[config.mk]
export PLATFORM = sky130hd
export DESIGN_NAME = led_grid_frame_serial_writer
export DESIGN_NICKNAME = d
export VERILOG_FILES = /design/src/hdl/lgw_pkg.sv /design/src/hdl/lgw_ram.sv /design/src/hdl/lgw_seq.sv /design/src/hdl/led_grid_frame_serial_writer.sv
export SDC_FILE = /design/constraint.sdc
export NUM_CORES = 1
export LEC_CHECK = 0
export ABC_AREA = 1
export BUFFER_PORTS_ARGS = -buffer_cell sky130_fd_sc_hd__clkbuf_2
export CORE_ASPECT_RATIO = 2
export CORE_UTILIZATION = 40
export DETAILED_ROUTE_END_ITERATION = 12
export HOLD_SLACK_MARGIN = 0.06
export PLACE_DENSITY = 0.65
export SETUP_SLACK_MARGIN = 0.4
export SLEW_MARGIN = 20
export SYNTH_ARGS = -nofsm -noshare
export SYNTH_HDL_FRONTEND = slang
export SYNTH_SLANG_ARGS = --single-unit
[constraint.sdc]
create_clock -name clk_i -period 5.7 [get_ports clk_i]
set_input_delay 0.285 -clock clk_i [delete_from_list [all_inputs] [get_ports clk_i]]
set_output_delay 0.285 -clock clk_i [all_outputs]
set_load 0.01 [all_outputs]
[src/hdl/lgw_pkg.sv]
// Shared types, codes and the grid row table of the LED grid frame writer.
`timescale 1ns / 1ps

package lgw_pkg;

  // Item commands
  typedef enum logic [1:0] {
    CMD_TICK    = 2'd0,
    CMD_LOAD    = 2'd1,
    CMD_REFRESH = 2'd2
  } lgw_cmd_e;

  // Configuration register indexes
  localparam logic [1:0] CFG_DATA_CMD  = 2'd0;
  localparam logic [1:0] CFG_DISP_CTRL = 2'd1;

  localparam int unsigned NUM_ROWS = 11;
  localparam int unsigned ROW_AW   = $clog2(NUM_ROWS);

  localparam logic [7:0] ADDR_BYTE   = 8'hC0;
  localparam logic [7:0] FILLER_BYTE = 8'hFF;

  // One result word
  typedef struct packed {
    logic clock_level;
    logic data_level;
    logic busy_res;
    logic frame_done;
  } lgw_res_t;

  // Grid slot to row mapping
  typedef struct packed {
    logic              filler;
    logic [ROW_AW-1:0] row;
  } lgw_slot_t;

  function automatic lgw_slot_t grid_slot(input logic [3:0] k);
    lgw_slot_t s;
    s.filler = 1'b0;
    s.row    = '0;
    case (k)
      4'd0:  s.row = 4'd10;
      4'd1:  s.row = 4'd9;
      4'd7:  s.row = 4'd5;
      4'd8:  s.row = 4'd6;
      4'd9:  s.row = 4'd7;
      4'd10: s.row = 4'd8;
      4'd11: s.row = 4'd4;
      4'd12: s.row = 4'd3;
      4'd13: s.row = 4'd2;
      4'd14: s.row = 4'd1;
      4'd15: s.row = 4'd0;
      default: s.filler = 1'b1;
    endcase
    return s;
  endfunction

endpackage

[src/hdl/lgw_ram.sv]
// Generic single-port-write, single-port-read RAM with registered read data.
`timescale 1ns / 1ps

module lgw_ram #(
  parameter int unsigned WIDTH = 8,
  parameter int unsigned DEPTH = 16
) (
  input  logic                     clk_i,
  input  logic                     we_i,
  input  logic [$clog2(DEPTH)-1:0] waddr_i,
  input  logic [WIDTH-1:0]         wdata_i,
  input  logic [$clog2(DEPTH)-1:0] raddr_i,
  output logic [WIDTH-1:0]         rdata_o
);

  logic [WIDTH-1:0] mem_q [DEPTH];

  always_ff @(posedge clk_i) begin
    if (we_i) begin
      mem_q[waddr_i] <= wdata_i;
    end
    rdata_o <= mem_q[raddr_i];
  end

endmodule

[src/hdl/lgw_seq.sv]
// Pin sequencer: start, byte and end phases of the three frame transactions.
`timescale 1ns / 1ps

module lgw_seq (
  input  logic                       clk_i,
  input  logic                       rst_ni,
  input  logic                       step_i,
  input  lgw_pkg::lgw_cmd_e          cmd_i,
  input  logic [7:0]                 data_cmd_i,
  input  logic [7:0]                 disp_ctrl_i,
  input  logic [7:0]                 row_byte_i,
  output logic [lgw_pkg::ROW_AW-1:0] rd_addr_o,
  output logic                       sending_o,
  output lgw_pkg::lgw_res_t          res_o
);

  logic [1:0] tx_q, tx_d;
  logic [4:0] byte_q, byte_d;
  logic [3:0] phase_q, phase_d;
  logic [7:0] shift_q, shift_d;
  logic       clk_q, clk_d;
  logic       dat_q, dat_d;
  logic       send_q, send_d;
  logic       done;

  logic [4:0]        nbytes;
  logic [7:0]        cur_byte;
  logic [7:0]        bit_src;
  lgw_pkg::lgw_slot_t cur_slot;
  lgw_pkg::lgw_slot_t nxt_slot;
  logic [4:0]        cur_k;
  logic [4:0]        nxt_k;

  // Byte that begins now; row data was fetched from the next-state address
  assign cur_k    = byte_q - 5'd2;
  assign cur_slot = lgw_pkg::grid_slot(cur_k[3:0]);
  assign nbytes   = (tx_q == 2'd1) ? 5'd17 : 5'd1;

  always_comb begin
    if (tx_q == 2'd0) begin
      cur_byte = data_cmd_i;
    end else if (tx_q != 2'd1) begin
      cur_byte = disp_ctrl_i;
    end else if (byte_q <= 5'd1) begin
      cur_byte = lgw_pkg::ADDR_BYTE;
    end else if (cur_slot.filler) begin
      cur_byte = lgw_pkg::FILLER_BYTE;
    end else begin
      cur_byte = row_byte_i;
    end
  end

  assign bit_src = (phase_q == 4'd0) ? cur_byte : shift_q;

  // Next state of the pin sequence
  always_comb begin
    tx_d    = tx_q;
    byte_d  = byte_q;
    phase_d = phase_q;
    shift_d = shift_q;
    clk_d   = clk_q;
    dat_d   = dat_q;
    send_d  = send_q;
    done    = 1'b0;
    if (step_i) begin
      case (cmd_i)
        lgw_pkg::CMD_TICK: begin
          if (send_q) begin
            if (byte_q == 5'd0) begin
              // start condition
              case (phase_q[1:0])
                2'd0:    dat_d = 1'b1;
                2'd1:    clk_d = 1'b1;
                2'd2:    dat_d = 1'b0;
                default: clk_d = 1'b0;
              endcase
              if (phase_q[1:0] == 2'd3) begin
                phase_d = '0;
                byte_d  = 5'd1;
              end else begin
                phase_d = phase_q + 4'd1;
              end
            end else if (byte_q <= nbytes) begin
              // data bits, LSB first
              if (!phase_q[0]) begin
                clk_d   = 1'b0;
                dat_d   = bit_src[0];
                shift_d = bit_src;
              end else begin
                clk_d   = 1'b1;
                shift_d = {1'b0, shift_q[7:1]};
              end
              if (phase_q == 4'd15) begin
                phase_d = '0;
                byte_d  = byte_q + 5'd1;
              end else begin
                phase_d = phase_q + 4'd1;
              end
            end else begin
              // end condition
              case (phase_q[1:0])
                2'd0:    clk_d = 1'b0;
                2'd1:    dat_d = 1'b0;
                2'd2:    clk_d = 1'b1;
                default: dat_d = 1'b1;
              endcase
              if (phase_q[1:0] == 2'd3) begin
                phase_d = '0;
                byte_d  = '0;
                if (tx_q >= 2'd2) begin
                  tx_d   = '0;
                  send_d = 1'b0;
                  done   = 1'b1;
                end else begin
                  tx_d = tx_q + 2'd1;
                end
              end else begin
                phase_d = phase_q + 4'd1;
              end
            end
          end
        end
        lgw_pkg::CMD_REFRESH: begin
          if (!send_q) begin
            send_d  = 1'b1;
            tx_d    = '0;
            byte_d  = '0;
            phase_d = '0;
          end
        end
        default: ;
      endcase
    end
  end

  // Prefetch address for the byte that the next state will begin
  assign nxt_k     = byte_d - 5'd2;
  assign nxt_slot  = lgw_pkg::grid_slot(nxt_k[3:0]);
  assign rd_addr_o = nxt_slot.filler ? '0 : nxt_slot.row;

  always_ff @(posedge clk_i or negedge rst_ni) begin
    if (!rst_ni) begin
      tx_q    <= '0;
      byte_q  <= '0;
      phase_q <= '0;
      shift_q <= '0;
      clk_q   <= 1'b1;
      dat_q   <= 1'b1;
      send_q  <= 1'b0;
    end else begin
      tx_q    <= tx_d;
      byte_q  <= byte_d;
      phase_q <= phase_d;
      shift_q <= shift_d;
      clk_q   <= clk_d;
      dat_q   <= dat_d;
      send_q  <= send_d;
    end
  end

  assign sending_o         = send_q;
  assign res_o.clock_level = clk_d;
  assign res_o.data_level  = dat_d;
  assign res_o.busy_res    = send_d;
  assign res_o.frame_done  = done;

endmodule

[src/hdl/led_grid_frame_serial_writer.sv]
// Top level of the LED grid frame writer: config, row RAM, sequencer, output word.
// The result word of an accepted item is captured in the output register at its accepting edge.
// Throughput: one item per cycle while the output register is not stalled; the sequencer
// updates its pin state per item; the row RAM is read ahead from the next-state byte address.
// Reset: asynchronous active low; pins high, idle, config 0x40 / 0x8F, all rows read as zero
// through per-row valid bits, so there is no clearing pass.
`timescale 1ns / 1ps

module led_grid_frame_serial_writer (
  input  logic       clk_i,
  input  logic       rst_ni,
  // input words
  input  logic       in_valid_i,
  output logic       in_stall_o,
  input  logic [1:0] command_i,
  input  logic [3:0] row_index_i,
  input  logic [7:0] row_value_i,
  // result words
  output logic       out_valid_o,
  input  logic       out_stall_i,
  output logic       clock_level_o,
  output logic       data_level_o,
  output logic       busy_res_o,
  output logic       frame_done_o,
  // configuration writes
  input  logic       cfg_valid_i,
  output logic       cfg_ready_o,
  input  logic [1:0] cfg_index_i,
  input  logic [7:0] cfg_data_i
);

  logic [7:0] data_cmd_q;
  logic [7:0] disp_ctrl_q;

  logic                         step;
  lgw_pkg::lgw_cmd_e            cmd;
  logic                         sending;
  logic                         row_we;
  logic [lgw_pkg::ROW_AW-1:0]   rd_addr;
  logic [7:0]                   ram_rdata;
  logic [lgw_pkg::NUM_ROWS-1:0] row_vld_q;
  logic                         rd_vld_q;
  logic [7:0]                   row_byte;
  lgw_pkg::lgw_res_t            res;
  lgw_pkg::lgw_res_t            out_q;
  logic                         out_valid_q;

  // Handshake: output register frees up when it is empty or taken
  assign in_stall_o = out_valid_q && out_stall_i;
  assign step       = in_valid_i && !in_stall_o;
  assign cmd        = lgw_pkg::lgw_cmd_e'(command_i);

  // Configuration registers
  assign cfg_ready_o = 1'b1;

  always_ff @(posedge clk_i or negedge rst_ni) begin
    if (!rst_ni) begin
      data_cmd_q  <= 8'h40;
      disp_ctrl_q <= 8'h8F;
    end else if (cfg_valid_i) begin
      if (cfg_index_i == lgw_pkg::CFG_DATA_CMD) begin
        data_cmd_q <= cfg_data_i;
      end else if (cfg_index_i == lgw_pkg::CFG_DISP_CTRL) begin
        disp_ctrl_q <= cfg_data_i;
      end
    end
  end

  // Row store: loads only while idle and in range
  assign row_we = step && (cmd == lgw_pkg::CMD_LOAD) && !sending &&
                  (row_index_i < 4'(lgw_pkg::NUM_ROWS));

  lgw_ram #(
    .WIDTH (8),
    .DEPTH (lgw_pkg::NUM_ROWS)
  ) u_row_ram (
    .clk_i   (clk_i),
    .we_i    (row_we),
    .waddr_i (row_index_i[lgw_pkg::ROW_AW-1:0]),
    .wdata_i (row_value_i),
    .raddr_i (rd_addr),
    .rdata_o (ram_rdata)
  );

  // Valid bits: a row never loaded reads as zero
  always_ff @(posedge clk_i or negedge rst_ni) begin
    if (!rst_ni) begin
      row_vld_q <= '0;
      rd_vld_q  <= 1'b0;
    end else begin
      if (row_we) begin
        row_vld_q[row_index_i[lgw_pkg::ROW_AW-1:0]] <= 1'b1;
      end
      rd_vld_q <= row_vld_q[rd_addr];
    end
  end

  assign row_byte = rd_vld_q ? ram_rdata : 8'h00;

  lgw_seq u_seq (
    .clk_i       (clk_i),
    .rst_ni      (rst_ni),
    .step_i      (step),
    .cmd_i       (cmd),
    .data_cmd_i  (data_cmd_q),
    .disp_ctrl_i (disp_ctrl_q),
    .row_byte_i  (row_byte),
    .rd_addr_o   (rd_addr),
    .sending_o   (sending),
    .res_o       (res)
  );

  // Output register
  always_ff @(posedge clk_i or negedge rst_ni) begin
    if (!rst_ni) begin
      out_valid_q <= 1'b0;
    end else if (step) begin
      out_valid_q <= 1'b1;
    end else if (!out_stall_i) begin
      out_valid_q <= 1'b0;
    end
  end

  always_ff @(posedge clk_i) begin
    if (step) begin
      out_q <= res;
    end
  end

  assign out_valid_o   = out_valid_q;
  assign clock_level_o = out_q.clock_level;
  assign data_level_o  = out_q.data_level;
  assign busy_res_o    = out_q.busy_res;
  assign frame_done_o  = out_q.frame_done;

endmodule

Word-level counts from Yosys, hierarchy flattened
Memories as Yosys holds them, arrays and structs flattened. A register that Yosys moved wholly into a read port is not among the register bits.
Index checks and enable logic that the tools add are counted.
{"block": "op_classes", "bitwise": 6, "magnitude_cmp": 7, "n_mux": 65, "n_reduce_logical": 28, "eq_ne": 35, "add_sub_neg": 5}
{"operator": "== test 4 bit (second input constant)", "n": 17}
{"operator": "two-way mux 8 bit", "n": 7}
{"operator": "two-way mux 5 bit", "n": 9}
{"operator": "one-hot mux 4 bit (10 select lines)", "n": 1}
{"operator": "two-way mux 4 bit", "n": 7}
{"operator": "two-way mux 1 bit", "n": 25}
{"operator": "OR reduction 11 bit", "n": 2}
{"operator": "zero test 4 bit", "n": 3}
{"operator": "two-way mux 2 bit", "n": 6}
{"operator": "OR 11 bit", "n": 1}
{"operator": "< comparator 4 x 5 -> 1 bit (second input constant)", "n": 2}
{"operator": "one-hot mux 1 bit (2 select lines)", "n": 5}
{"operator": "one-hot mux 5 bit (2 select lines)", "n": 1}
{"operator": "== test 2 x 1 -> 1 bit (second input constant)", "n": 4}
{"operator": "== test 4 x 1 -> 1 bit (second input constant)", "n": 2}
{"operator": "== test 4 x 3 -> 1 bit (second input constant)", "n": 2}
{"operator": "zero test 2 bit", "n": 4}
{"operator": "!= test 2 x 1 -> 1 bit (second input constant)", "n": 4}
{"operator": "one-hot mux 4 bit (2 select lines)", "n": 1}
{"operator": "subtractor 4 x 2 -> 4 bit (second input constant)", "n": 2}
{"operator": "AND reduction 7 bit", "n": 1}
{"operator": "== test 2 bit (second input constant)", "n": 3}
{"operator": "logical AND 1 bit", "n": 6}
{"operator": "!= test 2 bit (second input constant)", "n": 3}
{"operator": "22 further kinds", "n": 28}
{"block": "totals", "elab_cells": 164, "output_inout_bits": 7, "memories": 1, "inputBits": 29, "mem_bits_rw": 88, "regBits": 55}
{"name": "u_row_ram.mem_q", "depth": 11, "width": 8, "rd": 1, "rd_clocked_by_memory_dff": 1, "wr": 1, "line": "lgw_ram.sv:16", "rtl": "logic [WIDTH-1:0] mem_q [DEPTH];"}

Longest topological paths before layout
Gate-level depths: netlist (run 1).
{"block": "logic_depth", "ltp_word": 14, "ltp_mapped": 28, "mapped_depth_nobuf": 26}

Hierarchy
Synthesis (run 1) repeated with hierarchy kept, for this count alone.
{"block": "hier_totals", "hier_cells": 806, "area_unflattened_um2": 7469.7}
{"mod": "lgw_ram", "area_per_inst_um2": 3952.5, "seq_area_each_um2": 2802.7, "n_inst": 1, "cells_per_inst": 354}
{"mod": "lgw_seq", "area_per_inst_um2": 2005.7, "seq_area_each_um2": 553.0, "n_inst": 1, "cells_per_inst": 281}
{"mod": "led_grid_frame_serial_writer", "area_per_inst_um2": 1511.4, "seq_area_each_um2": 853.3, "n_inst": 1, "cells_per_inst": 171}

Least setup slack after synthesis (run 1)
No wires, ideal clock.
{"block": "synth_path", "kind": "register to register", "start": "register u_seq.tx_q[1]", "end": "register rd_vld_q", "arrival_ns": 3.268, "path_stages_with_launch": 24, "path_buffers": 3, "required_time_ns": 5.583, "slack_ns": 2.315, "period_less_slack_ns": 3.385, "setup_ns": 0.117, "cell_sequence": "dfrtp_1 > nor2_1 > clkinv_1 > ha_1 > or2_2 > nand3_4 > nand2_4 > inv_1 > nor2_1 > o221ai_1 > o21a_1 > ha_1 > inv_1 > nand2_2 > nand3b_4 > buf_6 > nand2_4 > buf_8 > buf_8 > nand2_1 > nand3_1 > nand3_1 > nor2_1 > nor2_1"}
{"block": "synth_via", "elab_chain_cells": 14, "elab_cells_between_ends": 25, "classes_between": "add/sub: 1; order compare: 1; eq/ne: 11; mux: 10; reduce/logical: 2"}
{"element": "start: declaration", "line": "lgw_seq.sv:17", "rtl": "logic [1:0] tx_q, tx_d;"}
{"element": "start signal: assignment", "line": "lgw_seq.sv:151", "rtl": "tx_q <= tx_d;"}
{"element": "== test 2 x 1 -> 1 bit (*)", "line": "lgw_seq.sv:37", "rtl": "assign nbytes = (tx_q == 2'd1) ? 5'd17 : 5'd1;"}
{"element": "two-way mux 5 bit (*)", "line": "lgw_seq.sv:37"}
{"element": "<= comparator 5 bit (*)", "line": "lgw_seq.sv:83", "rtl": "end else if (byte_q <= nbytes) begin"}
{"element": "two-way mux 5 bit (*)", "line": "lgw_seq.sv:83"}
{"element": "two-way mux 5 bit (*)", "line": "lgw_seq.sv:69", "rtl": "if (byte_q == 5'd0) begin"}
{"element": "two-way mux 5 bit (*)", "line": "lgw_seq.sv:68", "rtl": "if (send_q) begin"}
{"element": "one-hot mux 5 bit (2 select lines) (*)", "line": "lgw_seq.sv:66", "rtl": "case (cmd_i)"}
{"element": "two-way mux 5 bit (*)", "line": "lgw_seq.sv:65", "rtl": "if (step_i) begin"}
{"element": "subtractor 4 x 2 -> 4 bit (*)", "line": "lgw_seq.sv:137", "rtl": "assign nxt_k = byte_d - 5'd2;"}
{"element": "== test 4 bit, or another cell as far along", "line": "lgw_pkg.sv:41", "rtl": "case (k)"}
{"element": "one-hot mux 4 bit (10 select lines) / OR reduction 11 bit (equally long branches)"}
{"element": "two-way mux 4 bit (*)", "line": "lgw_seq.sv:139", "rtl": "assign rd_addr_o = nxt_slot.filler ? '0 : nxt_slot.row;"}
{"element": "binary-select mux 1 bit (select 4 bit) (*)", "line": "led_grid_frame_serial_writer.sv:94", "rtl": "rd_vld_q <= row_vld_q[rd_addr];"}
{"element": "two-way mux 1 bit (not written as such) (*)", "line": "led_grid_frame_serial_writer.sv:94"}
{"element": "end signal: assignment", "line": "led_grid_frame_serial_writer.sv:94"}
{"element": "end: declaration", "line": "led_grid_frame_serial_writer.sv:42", "rtl": "logic rd_vld_q;"}
Every way passes the cells marked *; elsewhere a longest branch is shown, timed or not. The select of a mux whose other input is x is not followed.
A chain may end at the register's enable or synchronous reset.

Final worst setup path (run 1)
{"block": "layout_path", "start": "register u_seq.tx_q[1]", "end": "register u_row_ram.rdata_o[5] (read register of u_row_ram.mem_q)"}
{"block": "layout_via", "elab_chain_cells": 12, "elab_cells_between_ends": 23, "classes_between": "add/sub: 1; order compare: 1; eq/ne: 11; mux: 8; reduce/logical: 2"}
{"element": "== test 2 x 1 -> 1 bit (*)", "line": "lgw_seq.sv:37"}
{"element": "two-way mux 5 bit (*)", "line": "lgw_seq.sv:37"}
{"element": "<= comparator 5 bit (*)", "line": "lgw_seq.sv:83"}
{"element": "two-way mux 5 bit (*)", "line": "lgw_seq.sv:83"}
{"element": "two-way mux 5 bit (*)", "line": "lgw_seq.sv:69"}
{"element": "two-way mux 5 bit (*)", "line": "lgw_seq.sv:68"}
{"element": "one-hot mux 5 bit (2 select lines) (*)", "line": "lgw_seq.sv:66"}
{"element": "two-way mux 5 bit (*)", "line": "lgw_seq.sv:65"}
{"element": "subtractor 4 x 2 -> 4 bit (*)", "line": "lgw_seq.sv:137"}
{"element": "== test 4 bit, or another cell as far along", "line": "lgw_pkg.sv:41"}
{"element": "one-hot mux 4 bit (10 select lines) / OR reduction 11 bit (equally long branches)"}
{"element": "two-way mux 4 bit (*)", "line": "lgw_seq.sv:139"}
{"element": "end: declaration", "line": "lgw_ram.sv:13", "rtl": "output logic [WIDTH-1:0] rdata_o"}
Every way passes the cells marked *; elsewhere a longest branch is shown, timed or not.

==> flow_metrics.py, run 1 <==
metrics = {
    "pwr": {
        "p_sw_mw": 1.39,
        "ir_worst_vdd_uv": 226,
        "internal_power_mw": 2.27,
        "power_leakage_nw": 3.54,
        "power_frac_seq_pct": 38.0,
        "power.density_mw_per_mm2": 453,
        "pwr-share-clk_pct": 30.5,
        "switching_share_pct": 37.9,
        "p_comb_share_pct": 31.5,
        "power_mw": 3.66,
    },
    "die": {
        "rows": 69,
        "fp.dieW_microns": 96.9,
        "initial_core_util_pct": 40.7,
        "die-area_sq_mm": 0.0186,
        "core_sq_mm": 0.0177,
        "pin_count": 36,
        "die_y_microns": 192,
    },
    "outcome": {
        "status": "completed",
    },
    "placement": {
        "place.gp.congestion": 0.834,
        "place_ws_ns": 1.11,
        "portBuffers": 34,
        "dpl.hpwl_mm": 11.5,
    },
    "synthesis": {
        "synthAdderAreaFrac_pct": 2.08,
        "synth_ff_type": "edfxtp_1",
        "async_reset_ff_share_pct": 33.8,
        "yosysWarningCount": 0,
        "synthMuxAreaShare_pct": 0,
        "ys_ff_latch": 151,
        "ys_seq_area_share_pct": 58.4,
        "synth-compound-area-share_pct": 9.93,
        "synth_edf_count": 92,
        "synthDistinctLibCells": 49,
        "yosysTopAreaCell": "edfxtp_1",
        "synth_nets": 800,
        "synth_commonest_cells": "nand2_1 (162), inv_1 (107), nand3_1 (103)",
        "synth.top_cells.by_area": "edfxtp_1 (38%), dfrtp_1 (15%), nand2_1 (8.4%)",
        "synthSimpleGateAreaFrac_pct": 20.8,
        "syn-cell-area_sq_mm": 0.00721,
        "syn_inst": 759,
        "syn_area_per_cell_sq_um": 9.49,
        "yosysMostFrequentCell": "nand2_1",
        "synth-xor-area-share_pct": 0.122,
        "netlist.area_leader.share_pct": 38.3,
        "synth_top_family_by_area": "simple AND/OR/NAND/NOR gates",
    },
    "sta": {
        "finClkSkew_ns": 0.0119,
        "hold_violations": 0,
        "fin_ws_ns": 0.951,
        "finalSetupTns_ns": 0,
        "slew_violations": 0,
        "slew_headroom_pct": 36.5,
        "min_period_ns": 4.75,
        "rsz0062_at_grt": "no",
        "fmax_mhz": 211,
        "worst_slew_pin_slew_ns": 0.949,
        "finalSetupViolCount": 0,
        "post-route-period-util_pct": 83.3,
    },
    "routing": {
        "routed.top_layer": "met4",
        "first_pass_iters": 9,
        "drt_wl_total_mm": 16.8,
        "antenna_left": 0,
        "drt_iter0_drc": 330,
        "met1_length_mm": 6.21,
        "wl_met3_microns": 466,
        "vias": 5289,
        "viasPerCell": 5.22,
        "wire_per_inst_microns": 16.5,
        "drcViolationCount": 0,
        "route.met2.wl_mm": 9.23,
    },
    "worst_setup_path": {
        "critPathRequiredTime_ns": 6.00,
        "path_max_fanout": 56,
        "worst_ep_arrival_time_ns": 5.05,
        "crit_path_end_kind": "flip-flop",
        "rrSetupSlack_ns": 0.95,
        "r2r_cells": 21,
        "worstSetupPathType": "flip-flop to flip-flop",
        "r2r_start": "u_seq.tx_q[1]",
        "critPathLaunchType": "flip-flop",
        "r2r_end": "u_row_ram.rdata_o[5]",
    },
    "global_route": {
        "grt_max_degree": 57,
        "antenna_found_initial": 0,
        "grt_pass1_vias": 5096,
        "grt-ovfl-total": 0,
        "grt_usage_pct": 18.6,
        "grt_first_pass_wirelength_mm": 26.4,
    },
    "run": {
        "drv_cap": 0,
    },
    "layout": {
        "syn_to_final_growth_pct": 12.1,
        "layout.nets": 829,
        "drive_gt1_share_pct": 13.1,
        "finish.utilization_pct": 45.6,
        "antenna_cells": 0,
    },
    "min_path": {
        "hold_path.class": "input port to flip-flop",
        "hold_start": "cfg_data_i[6]",
        "min_path_cells": 3,
        "holdPathEnd": "data_cmd_q[6]",
    },
    "clock_tree": {
        "clk_pin_slew_ns": 0.07,
        "cts_buffers": 17,
        "clkSinkCount": 151,
        "clockBufferDepth": 2,
        "cts_tree": "done",
        "cts-root-buf": "clkbuf_16",
        "cts_setup_buffers": 0,
        "htree_levels": 4,
        "clk_latency_ns": 0.42,
    },
}
[power groups by stage]
stage / combinational, mW / sequential (mW) / clock [mW]
2_1_floorplan: 0.996 / 1.36 / 0
5_1_grt: 1.29 / 1.40 / 1.18
3_5_place_dp: 1.14 / 1.41 / 0
3_3_place_gp: 1.12 / 1.41 / 0
4_1_cts: 1.14 / 1.39 / 1.13
6_report: 1.15 / 1.39 / 1.12
[worst max-delay path, cell delays in order (launching register included)]
cell	delay, ns
dfrtp_1	0.50
nor2_1	0.21
clkinv_1	0.25
ha_1	0.37
or2_2	0.31
nand3_4	0.14
nand2_4	0.09
inv_1	0.13
nor2_1	0.07
o221ai_1	0.16
o21a_1	0.16
ha_1	0.24
inv_1	0.14
nand3_1	0.12
nand2_1	0.09
nand2_2	0.40
nand2_4	0.66
nand2_1	0.11
nand3_1	0.10
nand3_1	0.09
nand3_1	0.22
nand2_1	0.07
[worst max-delay path by stage]
stage	start	endpoint	slack, ns
6_report	u_seq.tx_q[1]	u_row_ram.rdata_o[5]	0.95
3_3_place_gp	u_seq.tx_q[1]	u_row_ram.rdata_o[6]	1.23
5_1_grt	u_seq.tx_q[1]	u_row_ram.rdata_o[6]	0.58
3_5_place_dp	u_seq.tx_q[1]	u_row_ram.rdata_o[5]	1.11
4_1_cts	u_seq.tx_q[1]	u_row_ram.rdata_o[6]	1.02
2_1_floorplan	u_seq.tx_q[1]	rd_vld_q	2.31
[metrics by stage]
| step | hold slack (ns) | std cells | instance area, sq um |
|---|---|---|---|
| 2_1_floorplan | -0.0106 | 759 | 7210 |
| 3_3_place_gp | 0.442 | 981 | 7480 |
| 3_5_place_dp | 0.446 | 981 | 7480 |
| 4_1_cts | 0.0704 | 1014 | 8080 |
| 5_1_grt | 0.0977 | 1014 | 8080 |
| 6_report | 0.0835 | 1014 | 8080 |
[layer usage]
metal	GRT usage (%)	up-vias
li1	-	2590
met1	19.1	2520
met2	34.9	131
met3	2.69	48
met4	11.6	0
met5	0	-
[area by class of cell]
cell class                 instances  area (sq um)
fill                            1661          9620
sequential                       151          4210
multi-input combinational        465          2380
inverter                         115           432
clock buffer                      18           429
tap                              213           267
timing repair buffer              38           203
clock inverter                    14           159
[repair_timing]
action | in CTS | in global routing
setup endpoints to repair | 0 | 0
hold endpoints to repair | 43 | 0
hold buffers | 1 | 0
resized for setup | 0 | 0
[sequential cells by signal, indices dropped and copies added, names as in the netlist]
signal / count
u_seq.tx_q: 2
data_level_o: 1
u_seq.dat_q: 1
busy_res_o: 1
frame_done_o: 1
u_seq.clk_q: 1
u_seq.phase_q: 4
clock_level_o: 1
u_seq.sending_o: 1
rd_vld_q: 1
u_seq.shift_q: 8
row_vld_q: 11
data_cmd_q: 8
disp_ctrl_q: 8
u_row_ram.rdata_o: 8
u_row_ram.mem_q: 88
u_seq.byte_q: 5
out_valid_o: 1
[logic make-up after synthesis]
kind of cell | count (synthesis)
XOR/XNOR | 1
AND/OR/NAND/NOR | 328
buffers and inverters | 143
flip-flops | 151
AO/OA/AOI/OAI | 123
adder cells (fa/ha/maj) | 12
other | 1
[cells in the final DEF (no fill, tap or decap), types with 8 or more instances in the layout]
master / Yosys / layout
a21oi_1: 30 / 30
o21ai_0: 47 / 47
o21ai_1: 10 / 10
ha_1: 12 / 12
dfstp_2: 8 / 8
a22oi_1: 10 / 10
dfxtp_1: 8 / 8
nor2_1: 36 / 36
nand2_1: 162 / 162
clkbuf_16: 0 / 17
edfxtp_1: 92 / 92
inv_1: 107 / 107
clkbuf_2: 0 / 34
nand3_1: 103 / 103
dfrtp_1: 43 / 43
No activity file was read; power rests on OpenSTA's default activity.
==> inputs of run 2 (changes only) <==
- PLACE_DENSITY: 0.65 -> 0.67
- clock period: 5.7 -> 4 ns (I/O delays scaled with it)
==> flow_metrics.py, run 2 (same netlist as run 1, synthesis figures left out) <==
metrics = {
    "placement": {
        "dpl.hpwl_mm": 11.5,
        "place.gp.congestion": 0.843,
        "portBuffers": 34,
        "post_dp_cell_area_sq_mm": 0.00759,
    },
    "routing": {
        "wire_per_inst_microns": 16.3,
        "vias": 5474,
        "antenna_left": 0,
        "drt_wl_total_mm": 17.0,
        "drcViolationCount": 0,
        "first_pass_iters": 5,
        "drt_iter0_drc": 337,
        "viasPerCell": 5.22,
    },
    "global_route": {
        "grt_pass1_vias": 5425,
        "grt_max_degree": 52,
        "grt-ovfl-total": 0,
        "antenna_found_initial": 0,
        "grt_usage_pct": 18.6,
        "grt_first_pass_wirelength_mm": 26.6,
    },
    "worst_setup_path": {
        "worstSetupPathType": "flip-flop to flip-flop",
        "r2r_end": "u_row_ram.rdata_o[1]",
        "critPathLaunchType": "flip-flop",
        "r2r_cells": 21,
        "crit_start": "u_seq.tx_q[1]",
        "worst_ep_arrival_time_ns": 3.83,
        "r2r_start": "u_seq.tx_q[1]",
        "rrSetupSlack_ns": 0.49,
        "critPathRequiredTime_ns": 4.32,
        "path_max_fanout": 11,
        "crit_path_end_kind": "flip-flop",
    },
    "pwr": {
        "power.density_mw_per_mm2": 676,
        "ir_worst_vdd_uv": 321,
        "power_leakage_nw": 3.80,
        "power_mw": 5.82,
    },
    "sta": {
        "fmax_mhz": 285,
        "worst_slew_pin_slew_ns": 0.942,
        "slew_violations": 0,
        "hold_slack_ns": 0.113,
        "min_period_ns": 3.51,
        "hold_violations": 0,
        "rsz0062_at_grt": "no",
        "finalSetupTns_ns": 0,
        "slew_headroom_pct": 37.0,
        "post-route-period-util_pct": 87.8,
        "finClkSkew_ns": 0.00917,
        "finalSetupViolCount": 0,
    },
    "layout": {
        "layout.nets": 863,
        "antenna_cells": 0,
        "layout_commonest_cell": "nand2_1",
        "finish.utilization_pct": 48.7,
        "syn_to_final_growth_pct": 19.5,
        "drive_gt1_share_pct": 16.9,
        "fillers": 1587,
        "largest_reg_flops": 88,
        "fin_area_sq_mm": 0.00861,
        "final_cell_mix": "nand2_1 (162), inv_1 (104), nand3_1 (98)",
        "register_area_sq_mm": 0.00421,
        "largest_registers": "u_row_ram.mem_q (88), row_vld_q (11)",
        "multi_input_area_sq_mm": 0.00245,
        "regMostFlops": "u_row_ram.mem_q",
    },
    "clock_tree": {
        "cts_tree": "done",
        "htree_levels": 4,
        "clkSinkCount": 151,
        "cts_buffers": 17,
        "clockBufferDepth": 2,
        "cts-root-buf": "clkbuf_16",
        "clk_latency_ns": 0.43,
        "clk_pin_slew_ns": 0.07,
    },
    "min_path": {
        "holdPathEnd": "u_seq.sending_o",
        "hold_start": "command_i[0]",
        "min_path_cells": 3,
        "hold_path.class": "input port to flip-flop",
    },
    "die": {
        "die_y_microns": 192,
        "pin_count": 36,
        "rows": 69,
        "fp.dieW_microns": 96.9,
        "die-area_sq_mm": 0.0186,
        "core_sq_mm": 0.0177,
        "initial_core_util_pct": 40.7,
    },
    "outcome": {
        "status": "completed",
    },
    "run": {
        "drv_cap": 0,
    },
}
run 2: stage by stage:
stage	setup slack [ns]	cells
final	0.487	1048
after global routing	0.326	1048
after CTS	0.405	1035
after detailed placement	0.446	992
after global placement	0.504	992
after floorplan	0.615	759
run 2: power by group:
part	internal, mW	switching (mW)	leakage, nW	total (mW)
Sequential	1.83	0.111	1.49	1.94
Combinational	0.830	1.31	1.99	2.14
Clock	1.02	0.713	0.315	1.74
Total	3.68	2.14	3.80	5.82
run 2: timing repair:
action | in CTS | in global routing
endpoints found under the setup margin | 0 | 9
resized for setup | 0 | 24
hold endpoints to repair | 60 | 0
buffers inserted | 0 | 9
hold buffers | 11 | 0
run 2: worst max-delay path by stage:
| stage | to | slack [ns] | depth (start not counted) |
|---|---|---|---|
| after global placement | u_row_ram.rdata_o[0] | 0.50 | 20 |
| after global routing | u_row_ram.rdata_o[1] | 0.33 | 21 |
| after floorplan | rd_vld_q | 0.61 | 23 |
| after detailed placement | u_row_ram.rdata_o[0] | 0.45 | 20 |
| final | u_row_ram.rdata_o[1] | 0.49 | 21 |
| after CTS | u_row_ram.rdata_o[6] | 0.40 | 22 |
run 2: layout make-up:
cell class              count  share of cell area (%)
clock buffers              17                    4.94
clock inverters            15                    2.63
inverters                 115                    5.10
multi-input cells         466                    28.4
flip-flops and latches    151                    48.9
well taps                 213                    3.09
repair buffers             71                    6.94
run 2: worst max-delay path, stage by stage, from the launching register on:
cell and delay, ns:
dfrtp_1 0.39, nor2_2 0.13, clkinv_1 0.09, ha_1 0.29, or2_2 0.30, nand3_4 0.12
nand2_4 0.08, inv_2 0.08, nor2_1 0.05, o221ai_1 0.18, o21a_1 0.23, ha_4 0.23
inv_2 0.09, nand2_2 0.09, nand3b_4 0.29, nand2_8 0.18, buf_12 0.15, nand2_1 0.06
nand3_1 0.07, nand3_1 0.12, nand3_1 0.13, nand2_1 0.06
run 2: per-layer routing:
metal	up-vias	part of all wire, %	GRT usage [%]
met4	0	4.5	10.6
met3	45	2.5	3.24
met1	2635	35	17.7
met5	-	0	0
met2	129	58	36.5
li1	2665	-	-
